`config.mk`:
```
export PLATFORM = sky130hd
export DESIGN_NAME = cif_math
export DESIGN_NICKNAME = d
export VERILOG_FILES = /design/src/design/cif_pkg.sv /design/src/design/cif_math.sv
export SDC_FILE = /design/constraint.sdc
export NUM_CORES = 1
export LEC_CHECK = 0
export ABC_AREA = 1
export CAP_MARGIN = 40
export CORE_MARGIN = 2
export CORE_UTILIZATION = 45
export DETAILED_ROUTE_END_ITERATION = 8
export DONT_BUFFER_PORTS = 1
export PLACE_DENSITY = 0.65
export REMOVE_ABC_BUFFERS = 1
export SLEW_MARGIN = 20
export SYNTH_ARGS = -nofsm -noshare
export SYNTH_HDL_FRONTEND = slang
export SYNTH_SLANG_ARGS = --single-unit
```
`constraint.sdc`:
```
create_clock -name clk -period 5.7 [get_ports clk]
set_input_delay 0.57 -clock clk [delete_from_list [all_inputs] [get_ports clk]]
set_output_delay 0.57 -clock clk [all_outputs]
set_load 0.02 [all_outputs]
```
`src/design/cif_pkg.sv`:
```
package cif_pkg;

    localparam int MAX_WIDTH   = 1024;
    localparam int MAX_HEIGHT  = 1024;
    localparam int COL_W       = $clog2(MAX_WIDTH);
    localparam int ROW_W       = $clog2(MAX_HEIGHT);
    localparam int GEOM_W      = 11;
    localparam int DIM_W       = (GEOM_W > COL_W + 1)
                                 ? ((GEOM_W > ROW_W + 1) ? GEOM_W : ROW_W + 1)
                                 : ((COL_W > ROW_W) ? COL_W + 1 : ROW_W + 1);
    localparam int MIN_DIM     = 3;
    localparam int WIDTH_RESET  = 640;
    localparam int HEIGHT_RESET = 480;

    localparam int PIX_W       = 8;
    localparam int TAP_W       = 5;
    localparam int NTAPS       = 9;
    localparam int TAPS_W      = TAP_W * NTAPS;
    localparam int PROD_W      = PIX_W + TAP_W;
    localparam int SUM_W       = PROD_W + 4;

    localparam int DIVISOR     = 9;
    localparam int SAT_LIMIT   = 256 * DIVISOR;
    localparam int QIN_W       = $clog2(SAT_LIMIT);
    localparam int RECIP_SHIFT = 15;
    localparam int RECIP       = ((1 << RECIP_SHIFT) + DIVISOR - 1) / DIVISOR;
    localparam int RECIP_W     = $clog2(RECIP + 1);
    localparam int PIX_MAX     = 255;

    localparam int FIFO_DEPTH  = 8;
    localparam int FIFO_AW     = $clog2(FIFO_DEPTH);
    localparam int FIFO_CW     = FIFO_AW + 1;

    localparam int CFG_IDX_W   = 2;

    typedef enum logic [CFG_IDX_W-1:0] {
        REG_WIDTH  = 2'd0,
        REG_HEIGHT = 2'd1,
        REG_TAPS   = 2'd2
    } cfg_reg_t;

    typedef logic signed [PROD_W-1:0] prod_t;

    typedef struct packed {
        logic emit;
        logic last;
    } pix_flags_t;

    typedef struct packed {
        logic [PIX_W-1:0] value;
        logic             last;
    } result_t;

    function automatic logic [DIM_W-1:0] dim_last(input logic [GEOM_W-1:0] v,
                                                  input logic [DIM_W-1:0] lim);
        logic [DIM_W-1:0] e;
        e = DIM_W'(v);
        if (e < DIM_W'(MIN_DIM))
        begin
            e = DIM_W'(MIN_DIM);
        end
        else if (e > lim)
        begin
            e = lim;
        end
        return e - DIM_W'(1);
    endfunction

    function automatic prod_t mul_tap(input logic [PIX_W-1:0] px,
                                      input logic [TAPS_W-1:0] taps,
                                      input int k);
        logic signed [PIX_W:0]       sp;
        logic signed [TAP_W-1:0]     t;
        logic signed [PIX_W+TAP_W:0] full;
        sp   = $signed({1'b0, px});
        t    = $signed(taps[k*TAP_W +: TAP_W]);
        full = sp * t;
        return prod_t'(full);
    endfunction

endpackage

```
`src/design/cif_math.sv`:
```
module cif_math
(
    input  logic                        clk,
    input  logic                        rst_n,
    input  logic                        s2_valid,
    input  cif_pkg::prod_t              s2_prod [cif_pkg::NTAPS],
    input  cif_pkg::pix_flags_t         s2_flags,
    output logic                        s3_valid,
    output logic                        push,
    output cif_pkg::result_t            result
);

    logic signed [cif_pkg::SUM_W-1:0]               sum_next;
    logic signed [cif_pkg::SUM_W-1:0]               sum_reg;
    logic                                           s3_valid_reg;
    cif_pkg::pix_flags_t                            s3_flags_reg;
    logic [cif_pkg::QIN_W-1:0]                      q_in;
    logic [cif_pkg::QIN_W+cif_pkg::RECIP_W-1:0]     q_prod;

    always_comb
    begin
        sum_next = '0;
        for (int k = 0; k < cif_pkg::NTAPS; k++)
        begin
            sum_next = sum_next + cif_pkg::SUM_W'(s2_prod[k]);
        end
    end

    always_ff @(posedge clk or negedge rst_n)
    begin
        if (!rst_n)
        begin
            s3_valid_reg <= 1'b0;
        end
        else
        begin
            s3_valid_reg <= s2_valid;
        end
    end

    always_ff @(posedge clk)
    begin
        if (s2_valid)
        begin
            sum_reg      <= sum_next;
            s3_flags_reg <= s2_flags;
        end
    end

    // Below the saturation limit the quotient by nine is exact through the
    // scaled reciprocal.
    assign q_in   = sum_reg[cif_pkg::QIN_W-1:0];
    assign q_prod = (cif_pkg::QIN_W+cif_pkg::RECIP_W)'(q_in)
                    * (cif_pkg::QIN_W+cif_pkg::RECIP_W)'(cif_pkg::RECIP);

    always_comb
    begin
        if (sum_reg < 0)
        begin
            result.value = '0;
        end
        else if (sum_reg >= cif_pkg::SUM_W'(cif_pkg::SAT_LIMIT))
        begin
            result.value = cif_pkg::PIX_W'(cif_pkg::PIX_MAX);
        end
        else
        begin
            result.value = q_prod[cif_pkg::RECIP_SHIFT +: cif_pkg::PIX_W];
        end
        result.last = s3_flags_reg.last;
    end

    assign push     = s3_valid_reg && s3_flags_reg.emit;
    assign s3_valid = s3_valid_reg;

endmodule

```
==> results.py <==
metrics = {
    "timing": {
        "relSlewSlack_pct": 63.8,
        "setup_viol": 0,
        "rsz0062_at_grt": "no",
        "period_share_pct": 94.1,
        "hold_viol": 0,
        "min_period_ps": 5360,
        "fin_setup_tns_ps": 0,
        "tightest_slew_ps": 538,
        "drv_slew": 0,
        "max_freq_mhz": 187,
    },
    "worst_setup_path": {
        "critPathKind": "reg2out",
        "startpoint": "sum_reg[3]",
        "crit_path_top_delay_cell": "fa_1",
        "arrival_ps": 4790,
        "cp_common_cell": "inv_1",
        "cp.required_ps": 5130,
        "slowest_delay_ps": 550,
        "startpoint_type": "register",
        "crit_fanout": 6,
        "worstSetupEndpointType": "output port",
        "cp_cell_sequence": "fa_1 > ha_1 > inv_1 > fa_1 > inv_1 > fa_1 > inv_1 > fa_1 > inv_1 > ha_1 > nand2_1 > inv_1 > a21oi_1 > nor2_1 > nor2_1 > nand3_1 > nand2_1 > nor2_1 > nor2_1",
    },
    "placement": {
        "io_buffers": 0,
        "dp_hpwl_um": 10600,
        "gp_congestion": 0.939,
    },
    "routing": {
        "drtPass1Iterations": 4,
        "antenna_left": 0,
        "via_per_inst": 4.88,
        "routed_wirelength_um": 11300,
        "drt_iter0_markers": 160,
        "vias": 4116,
        "avgRoutedWirePerCell_um": 13.4,
        "drc": 0,
    },
    "global_route": {
        "antenna_found_initial": 0,
        "grt_start_max_net_pins": 21,
        "grt_use_total_pct": 16.0,
        "grt_pass1_vias": 4299,
        "overflow": 0,
        "grt_pass1_wl_um": 19000,
    },
    "clocking": {
        "cts_tree": "yes",
        "cts-root-buf": "clkbuf_16",
        "cts_buffers": 3,
        "cts_buffer_depth": 2,
        "cts.clk_slew.worst_paths_ps": 60,
        "cts-resized-gates": 0,
        "clkSinkCount": 20,
        "htree_num_levels": 1,
    },
    "synth": {
        "netlist_instances": 664,
        "netlist_area_um2": 6130,
        "ys_ff_latch": 20,
        "synth_seq_area_share_pct": 9.72,
        "synth_area_per_cell_um2": 9.23,
        "ys_types": 32,
        "yosysWarnings": 0,
    },
    "job": {
        "drv_cap": 0,
    },
    "floorplan": {
        "start_util_pct": 46.1,
        "die_area_um2": 14600,
        "io_pins": 133,
        "die_h_um": 121,
        "coreArea_um2": 13300,
        "rows": 42,
        "fp.dieW_um": 121,
    },
    "final_layout": {
        "nNetsFinal": 1004,
        "layout_common_cells": "inv_1, fa_1, ha_1",
        "final_util_pct": 48.4,
        "num_antenna_cells": 0,
        "final_common_cell": "inv_1",
        "largest_reg_flops": 17,
        "fill_cells": 1275,
        "drive_above_1_share_pct": 2.99,
        "areaGrowthSynthToFinish_pct": 4.92,
    },
    "worst_hold_path": {
        "hold_path.class": "in2reg",
        "min_to": "s3_valid",
        "min_delay_path_depth": 0,
        "hold_path_startpoint": "s2_valid",
    },
    "status": {
        "status": "completed",
    },
}
-- Yosys cell counts --
library cell | count | area (um^2)
xor2_1 | 15 | 131
inv_1 | 206 | 773
nor2_2 | 2 | 12.5
nand2_1 | 69 | 259
nor4_1 | 1 | 6.26
nand4_1 | 6 | 37.5
a21oi_2 | 1 | 8.76
or2_2 | 1 | 6.26
o21a_1 | 1 | 7.51
nor2_1 | 28 | 105
dfrtp_1 | 1 | 25.0
o21ai_0 | 12 | 60.1
a21oi_4 | 2 | 32.5
o21ai_1 | 2 | 10.0
inv_2 | 2 | 7.51
buf_4 | 1 | 7.51
edfxtp_1 | 19 | 571
nor3_1 | 2 | 10.0
a21o_1 | 9 | 67.6
o21bai_1 | 2 | 15.0
nand3_1 | 23 | 115
nand2_2 | 7 | 43.8
ha_1 | 90 | 1130
xnor2_1 | 4 | 35.0
fa_1 | 123 | 2460
a21oi_1 | 28 | 140
a21boi_2 | 1 | 11.3
nand3b_1 | 2 | 15.0
or2_1 | 1 | 6.26
a31oi_1 | 1 | 6.26
clkinv_1 | 1 | 3.75
o21ai_2 | 1 | 8.76
-- worst max path at each step --
stage,end,slack (ps),cells after the start
after CTS,result[8],330,19
after global routing,result[8],70,19
after floorplan,result[8],900,19
after detailed placement,result[8],620,19
final,result[8],340,19
after global placement,result[8],710,19
-- cells by family after synthesis --
logic type | after synthesis | synth area share (%)
DFF | 20 | 9.72
buffers and inverters | 210 | 12.9
AOI/OAI and AO/OA | 60 | 6.00
xor gates and xnor gates | 19 | 2.72
and+or+nand+nor | 142 | 10.1
adders and majority gates | 213 | 58.6
-- layout make-up --
class	count	area (um^2)	share of cell area, %
Sequential cell	20	596	9.26
Multi-Input combinational cell	434	4740	73.7
Timing Repair Buffer	1	10.0	0.156
Inverter	209	785	12.2
Tap cell	176	220	3.43
Clock buffer	4	78.8	1.23
-- stage by stage --
step                      std cells  setup WS (ps)  hold WS, ps  cell area [um^2]
after floorplan                 663            897          274              6120
after global placement          839            705          274              6340
after detailed placement        839            620          274              6340
after CTS                       844            331          347              6430
after global routing            844           65.0          343              6430
final                           844            339          358              6430
-- repair_timing --
item	4_1_cts	5_1_grt
hold endpoints to repair	1	0
setup buffers	0	0
setup endpoints to repair	0	0
hold buffers	1	0
-- per-layer routing --
layer	vias to the layer above	track usage, %	wire length, um
met5	-	0	0
li1	2002	-	-
met4	0	2.25	53
met1	2013	21.0	4790
met3	5	2.36	457
met2	96	28.8	6020
-- worst max-delay path, delay by kind of cell (launching register included) --
kind | cells | cell delay [ps]
fa+ha+maj | 6 | 2730
simple gates | 7 | 810
flops | 1 | 520
buf+inv | 5 | 260
compound gates | 1 | 210
Power is left out: the tool's default activity adds up to more than one toggle a clock period on the data nets, which glitch-free logic cannot reach.
