--- config.mk ---
export PLATFORM = sky130hd
export DESIGN_NAME = cif_out_fifo
export DESIGN_NICKNAME = d
export VERILOG_FILES = /design/src/design/cif_pkg.sv /design/src/design/cif_out_fifo.sv
export SDC_FILE = /design/constraint.sdc
export NUM_CORES = 1
export LEC_CHECK = 0
export ABC_AREA = 1
export BUFFER_PORTS_ARGS = -buffer_cell sky130_fd_sc_hd__buf_2
export CAP_MARGIN = 20
export CORE_MARGIN = 2
export CORE_UTILIZATION = 45
export CTS_BUF_LIST = sky130_fd_sc_hd__clkbuf_8 sky130_fd_sc_hd__clkbuf_16
export DETAILED_ROUTE_END_ITERATION = 10
export PLACE_DENSITY_LB_ADDON = 0.12
export SLEW_MARGIN = 15
export SYNTH_ARGS = -nofsm -noshare
export SYNTH_HDL_FRONTEND = slang
export SYNTH_SLANG_ARGS = --single-unit
export TNS_END_PERCENT = 30
--- constraint.sdc ---
create_clock -name clk -period 3.9 [get_ports clk]
set_input_delay 0.195 -clock clk [delete_from_list [all_inputs] [get_ports clk]]
set_output_delay 0.195 -clock clk [all_outputs]
set_load 0.05 [all_outputs]
--- src/design/cif_pkg.sv ---
package cif_pkg;

    localparam int MAX_WIDTH   = 1024;
    localparam int MAX_HEIGHT  = 1024;
    localparam int COL_W       = $clog2(MAX_WIDTH);
    localparam int ROW_W       = $clog2(MAX_HEIGHT);
    localparam int GEOM_W      = 11;
    localparam int DIM_W       = (GEOM_W > COL_W + 1)
                                 ? ((GEOM_W > ROW_W + 1) ? GEOM_W : ROW_W + 1)
                                 : ((COL_W > ROW_W) ? COL_W + 1 : ROW_W + 1);
    localparam int MIN_DIM     = 3;
    localparam int WIDTH_RESET  = 640;
    localparam int HEIGHT_RESET = 480;

    localparam int PIX_W       = 8;
    localparam int TAP_W       = 5;
    localparam int NTAPS       = 9;
    localparam int TAPS_W      = TAP_W * NTAPS;
    localparam int PROD_W      = PIX_W + TAP_W;
    localparam int SUM_W       = PROD_W + 4;

    localparam int DIVISOR     = 9;
    localparam int SAT_LIMIT   = 256 * DIVISOR;
    localparam int QIN_W       = $clog2(SAT_LIMIT);
    localparam int RECIP_SHIFT = 15;
    localparam int RECIP       = ((1 << RECIP_SHIFT) + DIVISOR - 1) / DIVISOR;
    localparam int RECIP_W     = $clog2(RECIP + 1);
    localparam int PIX_MAX     = 255;

    localparam int FIFO_DEPTH  = 8;
    localparam int FIFO_AW     = $clog2(FIFO_DEPTH);
    localparam int FIFO_CW     = FIFO_AW + 1;

    localparam int CFG_IDX_W   = 2;

    typedef enum logic [CFG_IDX_W-1:0] {
        REG_WIDTH  = 2'd0,
        REG_HEIGHT = 2'd1,
        REG_TAPS   = 2'd2
    } cfg_reg_t;

    typedef logic signed [PROD_W-1:0] prod_t;

    typedef struct packed {
        logic emit;
        logic last;
    } pix_flags_t;

    typedef struct packed {
        logic [PIX_W-1:0] value;
        logic             last;
    } result_t;

    function automatic logic [DIM_W-1:0] dim_last(input logic [GEOM_W-1:0] v,
                                                  input logic [DIM_W-1:0] lim);
        logic [DIM_W-1:0] e;
        e = DIM_W'(v);
        if (e < DIM_W'(MIN_DIM))
        begin
            e = DIM_W'(MIN_DIM);
        end
        else if (e > lim)
        begin
            e = lim;
        end
        return e - DIM_W'(1);
    endfunction

    function automatic prod_t mul_tap(input logic [PIX_W-1:0] px,
                                      input logic [TAPS_W-1:0] taps,
                                      input int k);
        logic signed [PIX_W:0]       sp;
        logic signed [TAP_W-1:0]     t;
        logic signed [PIX_W+TAP_W:0] full;
        sp   = $signed({1'b0, px});
        t    = $signed(taps[k*TAP_W +: TAP_W]);
        full = sp * t;
        return prod_t'(full);
    endfunction

endpackage

--- src/design/cif_out_fifo.sv ---
module cif_out_fifo
(
    input  logic                          clk,
    input  logic                          rst_n,
    input  logic                          push,
    input  cif_pkg::result_t              wr_word,
    input  logic                          rd_stall,
    output logic                          rd_valid,
    output cif_pkg::result_t              rd_word,
    output logic [cif_pkg::FIFO_CW-1:0]   count
);

    cif_pkg::result_t                   fifo_mem [cif_pkg::FIFO_DEPTH];
    logic [cif_pkg::FIFO_AW-1:0]        wr_ptr_reg;
    logic [cif_pkg::FIFO_AW-1:0]        rd_ptr_reg;
    logic [cif_pkg::FIFO_CW-1:0]        count_reg;
    logic                               pop;

    assign rd_valid = (count_reg != '0);
    assign pop      = rd_valid && !rd_stall;
    assign rd_word  = fifo_mem[rd_ptr_reg];
    assign count    = count_reg;

    always_ff @(posedge clk or negedge rst_n)
    begin
        if (!rst_n)
        begin
            wr_ptr_reg <= '0;
            rd_ptr_reg <= '0;
            count_reg  <= '0;
        end
        else
        begin
            if (push)
            begin
                wr_ptr_reg <= wr_ptr_reg + cif_pkg::FIFO_AW'(1);
            end
            if (pop)
            begin
                rd_ptr_reg <= rd_ptr_reg + cif_pkg::FIFO_AW'(1);
            end
            if (push && !pop)
            begin
                count_reg <= count_reg + cif_pkg::FIFO_CW'(1);
            end
            else if (pop && !push)
            begin
                count_reg <= count_reg - cif_pkg::FIFO_CW'(1);
            end
        end
    end

    always_ff @(posedge clk)
    begin
        if (push)
        begin
            fifo_mem[wr_ptr_reg] <= wr_word;
        end
    end

`ifndef SYNTHESIS
    a_fifo_bound: assert property (@(posedge clk) disable iff (!rst_n)
        count_reg <= cif_pkg::FIFO_CW'(cif_pkg::FIFO_DEPTH))
        else $error("output queue overflow");
`endif

endmodule

==> results of run 1 <==
## what timing repair did
| action | 4_1_cts | 5_1_grt |
|---|---|---|
| endpoints found under the setup margin | 0 | 0 |
| setup buffers | 0 | 0 |
| hold buffers | 1 | 0 |
| hold endpoints to repair | 10 | 0 |
| gates resized for setup | 0 | 0 |
## cell usage after synthesis
cell type and n:
edfxtp_1 72, nor2_1 30, buf_2 2, nand3_1 3, buf_4 3, or2_2 2
inv_8 1, a21oi_1 2, fa_1 1, ha_1 5, o21ai_1 18, dfrtp_1 10
buf_6 4, o21ai_0 20, nand2_1 125, inv_4 1, xnor2_1 2, buf_8 2
clkinv_1 1, inv_1 9, xor2_1 3
## layout by cell type (no fill, tap or decap)
master,instances
inv_8,1
clkinv_2,2
inv_1,10
dlygate4sd3_1,1
nand2_1,125
ha_1,5
o21ai_1,18
a21oi_1,2
clkinv_1,1
or2_2,2
nand3_1,3
o21ai_0,20
bufinv_16,2
clkbuf_8,10
edfxtp_1,72
inv_4,1
buf_4,2
nor2_1,30
buf_2,26
xnor2_1,2
fa_1,1
dfrtp_1,10
xor2_1,3
clkinv_4,1
## where the power goes
part           internal [uW]  total (uW)  switching, uW
logic                    340        1280            936
clock network            375         682            307
registers               1090        1240            159
total                   1800        3200           1400
## cell type report
type,instances,area (sq um),area share
clock inverter,6,82.6,0.0211
tap,102,128,0.0327
timing repair buffer,29,155,0.0397
clock buffer,10,138,0.0352
inverter,12,55.1,0.0141
multi-input combinational,211,936,0.240
sequential,82,2410,0.618
## worst max-delay path, cell delays in order (launching register included)
cell and delay, ns:
dfrtp_1 0.88, buf_4 0.34, o21ai_0 0.13, o21ai_0 0.18, nand2_1 0.07, nand2_1 0.07
buf_2 0.25
## metrics by stage
stage / cells / hold slack (ns) / util / power [uW]
floorplan: 316 / -0.101 / - / 2300
finish: 452 / 0.120 / 0.511 / 3200
detailed placement: 434 / 0.0775 / 0.480 / 2560
CTS: 451 / 0.104 / 0.510 / 3240
global placement: 434 / 0.0786 / 0.480 / 2550
global route: 452 / 0.118 / 0.511 / 3430
## kinds of logic after synthesis
kind of cell / Yosys count
adder cells (fa/ha/maj): 6
AO/OA/AOI/OAI: 40
XOR/XNOR: 5
AND/OR/NAND/NOR: 160
buffers and inverters: 23
flip-flops: 82
## worst max-delay path by stage
stage                                    startpoint                    to  slack, ns  cells after the start
after floorplan                count[0]$_DFFE_PN0P_  count[3]$_DFFE_PN0P_       1.32                     11
after global placement    rd_ptr_reg[0]$_DFFE_PN0P_            rd_word[5]       1.79                      8
after detailed placement  rd_ptr_reg[0]$_DFFE_PN0P_            rd_word[1]       1.77                      6
after CTS                 rd_ptr_reg[0]$_DFFE_PN0P_            rd_word[1]       1.39                      6
after global routing      rd_ptr_reg[0]$_DFFE_PN0P_            rd_word[1]       1.19                      6
final                     rd_ptr_reg[0]$_DFFE_PN0P_            rd_word[1]       1.43                      6
## layer usage
metal  GRT usage  wire [um]
met4      0.0858         87
met1       0.264       3550
met2       0.282       3460
met3      0.0244        211
met5           0          0
==> results.cfg, run 1 <==
[status]
status = complete, no violations

[synth]
yosys_register_bits = 82
synth-xor-area-share = 0.0125
ys_seq_area_frac = 0.687
synth_mux_area_frac = 0
synth-compound-area-share = 0.0570
syn_nets = 335
synth_top_cell_by_area = edfxtp_1
synth.area.top_cells = edfxtp_1, nand2_1, dfrtp_1
synth_adder_area_share = 0.0235
synth_simple_gate_area_frac = 0.174
yosysWarnings = 0
synth_area_sq_um = 3510
synth_top_cell_area_share = 0.616
syn_area_per_cell_sq_um = 11.1
synth_top_family_by_area = simple AND/OR/NAND/NOR gates
synth_cell_types = 21
synthCells = 316

[floorplan]
ios = 27
fp.dieH_um = 92.3
core_area_sq_um = 7650
die_w_um = 92.3
initial_core_util = 0.459
die_area_sq_um = 8520
row_count = 32

[detailed_routing]
wirelength_mm = 7.31
drc = 0
antenna_left = 0
drtPass1Iterations = 5
wl_per_cell_um = 16.2
via_count = 2226
initialDrtViolationCount = 118
vias_per_cell = 4.92

[min_path]
holdPathEnd = fifo_mem[5][7]$_DFFE_PP_
hold_depth = 1
hp-start = wr_word[7]
holdCritPathClass = primary input to flip-flop

[setup_path]
startpoint_type = flip-flop
crit_arrival_ns = 2.28
worstRegToRegCells = 11
reg2reg_slack_ns = 1.80
r2r-start = count[0]$_DFFE_PN0P_
cp_max_fo = 22
crit_type = flip-flop to output port
end_kind = output port
worstReg2RegEnd = count[3]$_DFFE_PN0P_
cp.required_ns = 3.70

[global_route]
grt_pass1_vias = 2115
grtUsageTotal = 0.185
overflow = 0
grt_antenna_before_repair = 0
grt_max_degree = 38
grt_pass1_wl_mm = 11.5

[layout]
antenna_cells = 0
largest_reg_flops = 72
fill_cells = 705
synthToLayoutAreaGrowth_pct = 11.3
drive_above_1_share = 0.134
nets = 364
stdcell_area_sq_um = 3910

[timing]
period_share = 0.633
setup_tns_ns = 0
finalSetupViolations = 0
rsz0062_at_grt = false
finalCriticalPeriod_ns = 2.47
hold_violations = 0
worst_pin_slew_ns = 1.03
fmax_mhz = 405
fin_ws_ns = 1.43
fin_skew_ns = 0.00904
drv_slew = 0
slew-limit-headroom = 0.308

[clocking]
clock_latency_ns = 0.35
cts_root_buf = clkbuf_8
numCtsBuffers = 9
htreeDepth = 3
tritoncts = built
cts_sinks = 82
clk_path_buf_depth = 2
clk_pin_slew_ns = 0.09

[run]
maxCapViolations = 0

[power]
p_leak_uw = 0.00158
p_per_area_nw_per_um2 = 820
irDropWorstVdd_v = 0.000535

[placement]
hpwl_mm = 4.41
place_area_sq_um = 3670
post-place-ws_ns = 1.77
place.gp.congestion = 0.765
buffer_ports.inserted = 26
(Power assumes the default switching activity.)
==> inputs of run 2 (changes only) <==
Clock period 3.9 ns to 2.55 ns, I/O delays scaled along.
==> run 2 against run 1 <==
Clock power is 47% higher; non-clock buffer count is 10 higher; combinational power grew 67%; clock skew decreased by 0.0010 ns; critical path depth is the same; count of clock-buffer cells in the layout fell by 1; power is 55% higher; global-route usage rose by 0.66 points; sequential power increased by 46%; setup slack worse by 1.0 ns; critical path type unchanged; critical endpoint unchanged.
==> results.cfg, run 2 (synthesized netlist as in run 1, its figures left out) <==
[timing]
period_share = 0.842
rsz0062_at_grt = false
setup_tns_ns = 0
fmax_mhz = 466
hold_violations = 0
drv_slew = 0
finalSetupViolations = 0
worst_pin_slew_ns = 0.644
slew-limit-headroom = 0.569
fin_skew_ns = 0.00803
finalCriticalPeriod_ns = 2.15

[floorplan]
die_w_um = 92.3
die_area_sq_um = 8520
fp.dieH_um = 92.3
initial_core_util = 0.459
row_count = 32
core_area_sq_um = 7650
ios = 27

[clocking]
clk_path_buf_depth = 2
tritoncts = built
clk_pin_slew_ns = 0.08
numCtsBuffers = 9
cts_resized = 0
clock_latency_ns = 0.34
htreeDepth = 3
cts_setup_buffers = 0
cts_root_buf = clkbuf_8
cts_sinks = 82

[setup_path]
crit_type = flip-flop to output port
cp.required_ns = 2.42
slowest_stage = dfrtp_1
startpoint_type = flip-flop
path_delay_family = flip-flops
crit_path_max_incr_delay_ns = 0.64
worst-path-buf-inv = 2
crit_arrival_ns = 2.02
cp_max_fo = 16
end_kind = output port
path_cells = buf_4 -> o21ai_0 -> o21ai_0 -> nand2_1 -> nand2_1 -> buf_2

[layout]
utilization = 0.520
largest_reg_flops = 72
layout_common_cells = nand2_1, edfxtp_1, nor2_1, buf_2, o21ai_0
final_cells = 462
drive_above_1_share = 0.161
nets = 374
fill_cells = 730
antenna_cells = 0
synthToLayoutAreaGrowth_pct = 13.2
stdcell_area_sq_um = 3980
layout_commonest_cell = nand2_1

[placement]
place.gp.congestion = 0.798
dpl.cell_count = 445
buffer_ports.inserted = 26
hpwl_mm = 4.45
place_area_sq_um = 3760

[detailed_routing]
routed-wl-met2_mm = 3.52
via_count = 2277
wl_per_cell_um = 16.0
wirelength_mm = 7.41
drc = 0
drtPass1Iterations = 4
met3_length_um = 221
drt-met1-wl_mm = 3.51
initialDrtViolationCount = 155
vias_per_cell = 4.93
antenna_left = 0
routed.top_layer = met4

[global_route]
grt_antenna_before_repair = 0
overflow = 0
grt_pass1_vias = 2239
grt_max_degree = 38
grt_pass1_wl_mm = 11.9
grtUsageTotal = 0.191

[min_path]
holdCritPathClass = primary input to flip-flop

[power]
p_per_area_nw_per_um2 = 1250
p_total_uw = 4950
p_leak_uw = 0.00163
irDropWorstVdd_v = 0.000674

[status]
status = complete, no violations

[run]
maxCapViolations = 0
[run 2: final timing paths]
path / startpoint / slack [ns] / depth (start not counted) / end
max: rd_ptr_reg[0]$_DFFE_PN0P_ / 0.40 / 6 / rd_word[1]
min: wr_word[8] / 0.05 / 1 / fifo_mem[4][8]$_DFFE_PP_
max reg2reg: count[0]$_DFFE_PN0P_ / 0.50 / 11 / count[3]$_DFFE_PN0P_
min reg2reg: wr_ptr_reg[0]$_DFFE_PN0P_ / 0.54 / 2 / wr_ptr_reg[0]$_DFFE_PN0P_
max in group asynchronous: rst_n / 2.17 / 2 / count[0]$_DFFE_PN0P_
min in group asynchronous: rst_n / 0.17 / 2 / wr_ptr_reg[0]$_DFFE_PN0P_
[run 2: power breakdown]
part	internal [uW]	switching, uW	leakage (uW)
Clock	542	460	0.000109
Sequential	1660	151	0.000770
Combinational	572	1570	0.000746
[run 2: cell type report]
| cell class | instances | area (sq um) | share of cell area |
|---|---|---|---|
| repair buffers | 39 | 230 | 0.0579 |
| inverters | 12 | 55.1 | 0.0138 |
| clock inverters | 7 | 85.1 | 0.0214 |
| well taps | 102 | 128 | 0.0321 |
| clock buffers | 9 | 124 | 0.0312 |
| multi-input cells | 211 | 938 | 0.236 |
| flip-flops and latches | 82 | 2410 | 0.607 |
[run 2: metrics by stage]
stage | hold WS, ns | worst slack, ns
3_3_place_gp | 0.00311 | 0.564
3_5_place_dp | 0.00401 | 0.516
2_1_floorplan | -0.168 | 0.164
4_1_cts | 0.0410 | 0.370
6_report | 0.0513 | 0.403
5_1_grt | 0.0529 | 0.194
[run 2: metal layers]
layer  vias up  global-route usage
met3        12              0.0301
met2        34               0.304
met4         0              0.0958
li1       1132                   -
met5         -                   0
met1      1099               0.257
[run 2: what timing repair did]
item	in CTS	in global routing
setup endpoints to repair	0	0
endpoints found under the hold margin	10	0
hold buffers	1	0
==> inputs of run 3 (changes only) <==
Clock period 2.55 ns to 2.1 ns, I/O delays scaled along.
==> run 3 against run 2 <==
Register-to-register slack got worse by 0.27 ns; non-clock buffer count up 4; wire length decreased by 1.1%; critical endpoint is now rd_word[0]; power grew 23%; highest routed layer unchanged; via count about the same; sequential power up 23%; final area rose by 1.7%; sequential share of layout area is 0.94 points lower.
==> results.cfg, run 3 (synthesized netlist as in run 1, its figures left out) <==
[setup_path]
crit_arrival_ns = 1.86
cp_max_fo = 19
worst-path-buf-inv = 2
path_cells = inv_4 -> o21ai_0 -> o21ai_0 -> nand2_1 -> nand2_1 -> buf_2
worstReg2RegEnd = count[3]$_DFFE_PN0P_
crit_cells = 6
slowest_stage = dfrtp_1
r2r-start = count[1]$_DFFE_PN0P_
path_delay_family = flip-flops
crit_path_start = rd_ptr_reg[1]$_DFFE_PN0P_
worstRegToRegCells = 11
crit_end = rd_word[0]
reg2reg_slack_ns = 0.23
crit_path_max_incr_delay_ns = 0.55
startpoint_type = flip-flop
cp.required_ns = 2.00
end_kind = output port
crit_type = flip-flop to output port

[global_route]
grt_antenna_before_repair = 0
grt_pass1_vias = 2192
grt_max_degree = 38
grt_pass1_wl_mm = 11.9
overflow = 0
grtUsageTotal = 0.189

[power]
irDropWorstVdd_v = 0.000861
p_leak_uw = 0.00165
p_per_area_nw_per_um2 = 1500

[detailed_routing]
drtPass1Iterations = 4
vias_per_cell = 4.88
wl_per_cell_um = 15.7
drc = 0
initialDrtViolationCount = 125
antenna_left = 0
wirelength_mm = 7.33
via_count = 2276

[clocking]
numCtsBuffers = 9
cts_root_buf = clkbuf_8
htreeDepth = 3
tritoncts = built
cts_setup_buffers = 0
clk_pin_slew_ns = 0.08
clock_latency_ns = 0.34
cts_sinks = 82
clk_path_buf_depth = 2

[layout]
utilization = 0.529
regArea_sq_um = 2420
antenna_cells = 0
stdcell_area_sq_um = 4040
synthToLayoutAreaGrowth_pct = 15.2
layout_commonest_cell = nand2_1
nets = 378
fill_cells = 699
layout_common_cells = nand2_1, edfxtp_1, nor2_1, buf_2, o21ai_0
largest_reg_flops = 72
multi_input_area_sq_um = 973
drive_above_1_share = 0.192

[floorplan]
ios = 27
initial_core_util = 0.459
core_area_sq_um = 7650
row_count = 32
fp.dieH_um = 92.3
die_w_um = 92.3
die_area_sq_um = 8520

[timing]
finalCriticalPeriod_ns = 1.96
hold_violations = 0
slew-limit-headroom = 0.705
worst_pin_slew_ns = 0.442
fmax_mhz = 509
rsz0062_at_grt = false
setup_tns_ns = 0
finalSetupViolations = 0
fin_skew_ns = 0.00714
period_share = 0.935
drv_slew = 0

[status]
status = complete, no violations

[placement]
place_area_sq_um = 3810
buffer_ports.inserted = 26
place.gp.congestion = 0.764
hpwl_mm = 4.57

[run]
maxCapViolations = 0

[min_path]
holdCritPathClass = primary input to flip-flop
==> run 3: per-layer routing <==
metal  global-route usage  up-vias  share of wire
li1                     -     1145              -
met2                0.289       30           0.46
met1                0.274     1091           0.50
met5                    0        -              0
met4               0.0796        0          0.013
met3               0.0244       10          0.026
==> run 3: how the worst min path moves through the flow <==
stage | slack, ns | cells after the start | startpoint | endpoint
6_report | 0.03 | 1 | wr_word[2] | fifo_mem[2][2]$_DFFE_PP_
5_1_grt | 0.04 | 1 | wr_word[5] | fifo_mem[0][5]$_DFFE_PP_
4_1_cts | 0.02 | 1 | wr_word[5] | fifo_mem[0][5]$_DFFE_PP_
3_5_place_dp | -0.02 | 1 | rst_n | count[1]$_DFFE_PN0P_
3_3_place_gp | -0.01 | 1 | rst_n | wr_ptr_reg[2]$_DFFE_PN0P_
2_1_floorplan | -0.19 | 0 | rst_n | count[0]$_DFFE_PN0P_
==> run 3: stage by stage <==
step / total power (uW) / worst slack (ns) / cells / hold WS (ns)
after floorplan: 4320 / 0.00562 / 316 / -0.191
after detailed placement: 4910 / 0.143 / 449 / -0.0210
after global placement: 4890 / 0.177 / 449 / -0.0140
final: 6070 / 0.136 / 466 / 0.0320
after CTS: 6110 / 0.0331 / 466 / 0.0226
after global routing: 6510 / 0.0121 / 466 / 0.0403
==> run 3: worst reg2reg max path, delay by kind of cell (launching register included) <==
family | cells | cell delay, ns
fa+ha+maj | 2 | 0.42
buf+inv | 1 | 0.11
flops | 1 | 0.46
simple gates | 8 | 0.78
==> run 3: timing repair <==
item	in CTS	in global routing
endpoints found under the setup margin	0	8
hold buffers	1	0
endpoints found under the hold margin	10	0
gates resized for setup	0	2
==> run 3: area by class of cell <==
cell class,instances,area share
sequential,82,0.598
multi-input combinational,211,0.241
timing repair buffer,43,0.0644
tap,102,0.0316
clock buffer,9,0.0306
clock inverter,7,0.0210
inverter,12,0.0136
==> run 3: where the power goes <==
group	switching (uW)	internal (uW)	total, uW
clock	552	657	1210
sequential	207	2030	2230
combinational	1900	735	2630
total	2650	3420	6070
